$ cat src/mmdp_pkg.sv
`default_nettype none

package mmdp_pkg;

   // item kinds carried on req_tuser
   typedef enum logic [1:0] {
      KIND_LOAD_A = 2'd0,
      KIND_LOAD_B = 2'd1,
      KIND_QUERY  = 2'd2,
      KIND_UNUSED = 2'd3
   } kind_type;

   // result status carried on rsp_tuser
   typedef enum logic [1:0] {
      STATUS_OK        = 2'd0,
      STATUS_RANGE     = 2'd1,
      STATUS_SATURATED = 2'd2,
      STATUS_RESERVED  = 2'd3
   } status_type;

   // configuration register indexes
   typedef enum logic [1:0] {
      CSR_ROWS_A    = 2'd0,
      CSR_INNER_DIM = 2'd1,
      CSR_COLS_B    = 2'd2,
      CSR_NONE      = 2'd3
   } csr_index_type;

   // query sequencer, one-hot
   typedef enum logic [2:0] {
      ST_IDLE  = 3'b001,
      ST_RUN   = 3'b010,
      ST_DRAIN = 3'b100
   } state_type;

   localparam int DIM_W     = 5;
   localparam int IDX_W     = 4;
   localparam int ELEM_W    = 32;
   localparam int PROD_W    = 64;
   localparam logic [DIM_W-1:0] DIM_RESET = 5'd16;

   // controls from the sequencer to the multiply-accumulate unit
   typedef struct packed {
      logic clear;
      logic mul_en;
      logic acc_en;
   } mac_ctl_type;

endpackage

`default_nettype wire

$ cat src/mmdp_mac.sv
`default_nettype none

// Shared multiply-accumulate: one registered 32x32 signed multiply feeding a
// wide accumulator, plus the 64-bit saturation of the running sum.
module mmdp_mac #(
   parameter int ACC_W = 69
) (
   input  wire                               clock,
   input  wire mmdp_pkg::mac_ctl_type        ctl,
   input  wire logic signed [31:0]           a_data,
   input  wire logic signed [31:0]           b_data,
   output logic signed [63:0]                sum,
   output logic                              ovf
);
   import mmdp_pkg::*;

   logic signed [PROD_W-1:0] prod_ff;
   logic signed [PROD_W-1:0] prod_in;
   logic signed [ACC_W-1:0]  acc_ff;
   logic signed [ACC_W-1:0]  acc_in;
   logic                     fits;

   // product stage
   assign prod_in = PROD_W'(a_data * b_data);

   // accumulate stage
   always_comb begin
      acc_in = acc_ff;
      if (ctl.clear) begin
         acc_in = '0;
      end else if (ctl.acc_en) begin
         acc_in = acc_ff + ACC_W'(prod_ff);
      end
   end

   always_ff @(posedge clock) begin
      if (ctl.mul_en) begin
         prod_ff <= prod_in;
      end
      acc_ff <= acc_in;
   end

   // sum fits in 64 bits when all bits from 63 up agree
   assign fits = (acc_ff[ACC_W-1:PROD_W-1] == '0) || (acc_ff[ACC_W-1:PROD_W-1] == '1);
   assign ovf  = ~fits;

   always_comb begin
      if (fits) begin
         sum = acc_ff[PROD_W-1:0];
      end else if (acc_ff[ACC_W-1]) begin
         sum = {1'b1, {(PROD_W-1){1'b0}}};
      end else begin
         sum = {1'b0, {(PROD_W-1){1'b1}}};
      end
   end

endmodule

`default_nettype wire

$ cat config.mk
export PLATFORM = sky130hd
export DESIGN_NAME = mmdp_mac
export DESIGN_NICKNAME = d
export VERILOG_FILES = /design/src/mmdp_pkg.sv /design/src/mmdp_mac.sv
export SDC_FILE = /design/constraint.sdc
export NUM_CORES = 2
export LEC_CHECK = 0
export ABC_CLOCK_PERIOD_IN_PS = 9400
export BUFFER_PORTS_ARGS = -buffer_cell sky130_fd_sc_hd__buf_2
export CAP_MARGIN = 25
export CELL_PAD_IN_SITES_DETAIL_PLACEMENT = 0
export CELL_PAD_IN_SITES_GLOBAL_PLACEMENT = 2
export CORE_UTILIZATION = 39
export DETAILED_ROUTE_END_ITERATION = 8
export PLACE_DENSITY = 0.92
export SYNTH_ARGS = -nofsm -noshare
export SYNTH_HDL_FRONTEND = slang
export SYNTH_SLANG_ARGS = --single-unit
export TNS_END_PERCENT = 50
$ cat constraint.sdc
create_clock -name clock -period 9.4 [get_ports clock]
set_input_delay 1.41 -clock clock [delete_from_list [all_inputs] [get_ports clock]]
set_output_delay 1.41 -clock clock [all_outputs]
set_load 0.01 [all_outputs]
==> impl_metrics.toml <==
[floorplan]
ioPinCount = 133
rows = 124
start_util_pct = 39.34
coreArea_um2 = 114300
fp.dieArea_um2 = 116700
die_x_um = 341.6
die_y_um = 341.6

[synth]
synth_edf_count = 64
ys_types = 82
yosysMostFrequentCell = "fa_1"
ys_ff_latch = 133
syn_nets = 6225
syn_inst = 4822
syn_area_um2 = 44990
avgSynthCellArea_um2 = 9.330
synthArstFlopShare_pct = 0
synth_top_area_cell = "fa_1"
yosysSeqAreaShare_pct = 7.342
synth_common_cells = "1083 x fa_1, 999 x inv_1, 578 x nand2_1, 521 x and2_1, 252 x ha_1"
synth_top_area_share_pct = 48.19
synth_warnings = 0
synth_flop_cell = "dfxtp_1"
synth.area.top_cells = "fa_1 48%, inv_1 8.3%, and2_1 7.2%, ha_1 7.0%, nand2_1 4.8%"

[place]
placed_cells = 6324
gp_congestion = 0.8898
dp_hpwl_um = 104400
port_buffers = 132
dp_slack_ns = 0.02204

[layout]
fillerInstances = 11230
fin_cells = 6358
area_delta_synth_final_pct = 6.917
final_layout_size_suffix_gt1_share_pct = 6.317
layout.nets = 6234
final_util_pct = 42.07

[critical_path]
crit_required_ns = 9.58
setup.worst_path.start = "b_data[8]"
worstReg2RegStart = "prod_ff[0]"
critPathKind = "input pin to flip-flop"
worstPathArrival_ns = 9.11
crit_path_end_kind = "flip-flop"
startpoint_type = "input pin"
crit_path_max_fanout = 32
rrSetupSlack_ns = 5.53
r2r-end = "acc_ff[68]"
r2r_cells = 14

[worst_hold_path]
hold_depth = 2
worstHoldStart = "acc_ff[61]"
worstHoldPathType = "flip-flop to flip-flop"
holdPathEnd = "acc_ff[61]"

[sta]
fin_crit_sh_pct = 94.97
fmax_ghz = 0.1120
relSlewSlack_pct = 31.22
finalSetupTns_ns = 0
rsz0062_at_grt = "no"
worst_slack_ns = 0.4726
period_needed_ns = 8.927
finClkSkew_ns = 0.01474
drv_slew = 0
hold_violations = 0
worstMarginPinSlew_ns = 1.032
final-setup-viol-count = 0

[run]
cap_violations = 0

[grt]
grt_max_degree = 73
grt_pass1_wl_um = 199500
antenna_found_initial = 7
grt_pass1_vias = 34760
gr-total-overflow = 0
grt.total_usage_pct = 21.86

[drt]
post-route-drc-count = 0
avgRoutedWirePerCell_um = 19.37
drt-initial-drc-count = 1863
antenna_left = 0
drtPass1Iterations = 5
vias = 32170
drt-total-wl_um = 123100
via_per_inst = 5.059

[cts]
cts-root-buf = "clkbuf_16"
clk_pin_slew_ns = 0.07
cts.sinks = 133
cts_hold_buf = 0
cts_resized = 0
cts_max_level = 4
ctsLongestPathBuffers = 2
cts_buffers = 17
clk_latency_ns = 0.43
cts_setup_buffers = 0
cts_tree = "yes"

[status]
status = "finished clean"
-- worst max path at each step --
stage / cells after the start / slack (ns) / to
floorplan: 25 / 0.54 / prod_ff[63]
global placement: 26 / 0.13 / prod_ff[63]
detailed placement: 25 / 0.02 / prod_ff[63]
CTS: 25 / 0.49 / prod_ff[63]
global route: 25 / 0.11 / prod_ff[63]
finish: 25 / 0.47 / prod_ff[63]
-- critical path: stages --
cell and delay, ns:
buf_2 0.53, and2_1 0.25, fa_1 0.42, fa_1 0.55, inv_1 0.06, fa_1 0.49, fa_1 0.52, inv_1 0.06
fa_1 0.55, fa_1 0.44, fa_1 0.51, inv_1 0.06, fa_1 0.51, inv_1 0.05, ha_1 0.29, a21o_1 0.18
a21o_1 0.17, a21oi_1 0.18, o21ai_0 0.12, nor2_1 0.25, a31oi_4 0.18, a311oi_2 0.46, o311ai_4 0.13, a41o_1 0.26
a2111oi_1 0.46
-- area by class of cell --
type                    instances  area (um^2)  area share, %
diodes                          2        5.005        0.01041
clock buffers                  18        429.2         0.8922
clock inverters                14        207.7         0.4318
inverters                     999         3750          7.796
multi-input cells            3435        36950          76.83
flip-flops and latches        133         3303          6.867
well taps                    1512         1892          3.933
repair buffers                245         1559          3.241
-- metal layers --
metal / global-route usage [%] / vias up / part of all wire [%]
met5: 0 / - / 0.019
met4: 3.587 / 4 / 1.3
met3: 3.239 / 75 / 6.7
met2: 34.12 / 958 / 45
met1: 32.52 / 16640 / 47
li1: - / 14490 / -
-- through the flow --
| step | cell area, um^2 | hold WS, ns |
|---|---|---|
| floorplan | 44990 | 0.4490 |
| global placement | 47460 | 0.4854 |
| detailed placement | 47460 | 0.4798 |
| CTS | 48090 | 0.4902 |
| global route | 48090 | 0.5110 |
| finish | 48100 | 0.4853 |
-- registers in the layout (all words and copies together) (netlist names) --
register and flops:
acc_ff 69, prod_ff 64
-- cells in the final DEF, fill, tap and decap left out, drive strengths merged, types with 67 or more instances in the layout --
cell type,n
inv,1000
and2,523
o21ai,67
nor2,131
xnor2,75
dfxtp,69
a21o,153
fa,1083
a21oi,151
nand2,578
ha,252
buf,245
-- cells by family after synthesis --
kind of cell | Yosys count | synth area share (%)
AOI/OAI and AO/OA | 513 | 7.751
xor gates and xnor gates | 132 | 2.570
adders and majority gates | 1335 | 55.20
buffers and inverters | 1254 | 10.56
DFF | 133 | 7.342
muxes | 44 | 0.9845
and+or+nand+nor | 1411 | 15.59
Power is left out: the tool's default activity adds up to more than one toggle a clock period on the data nets, which glitch-free logic cannot reach.
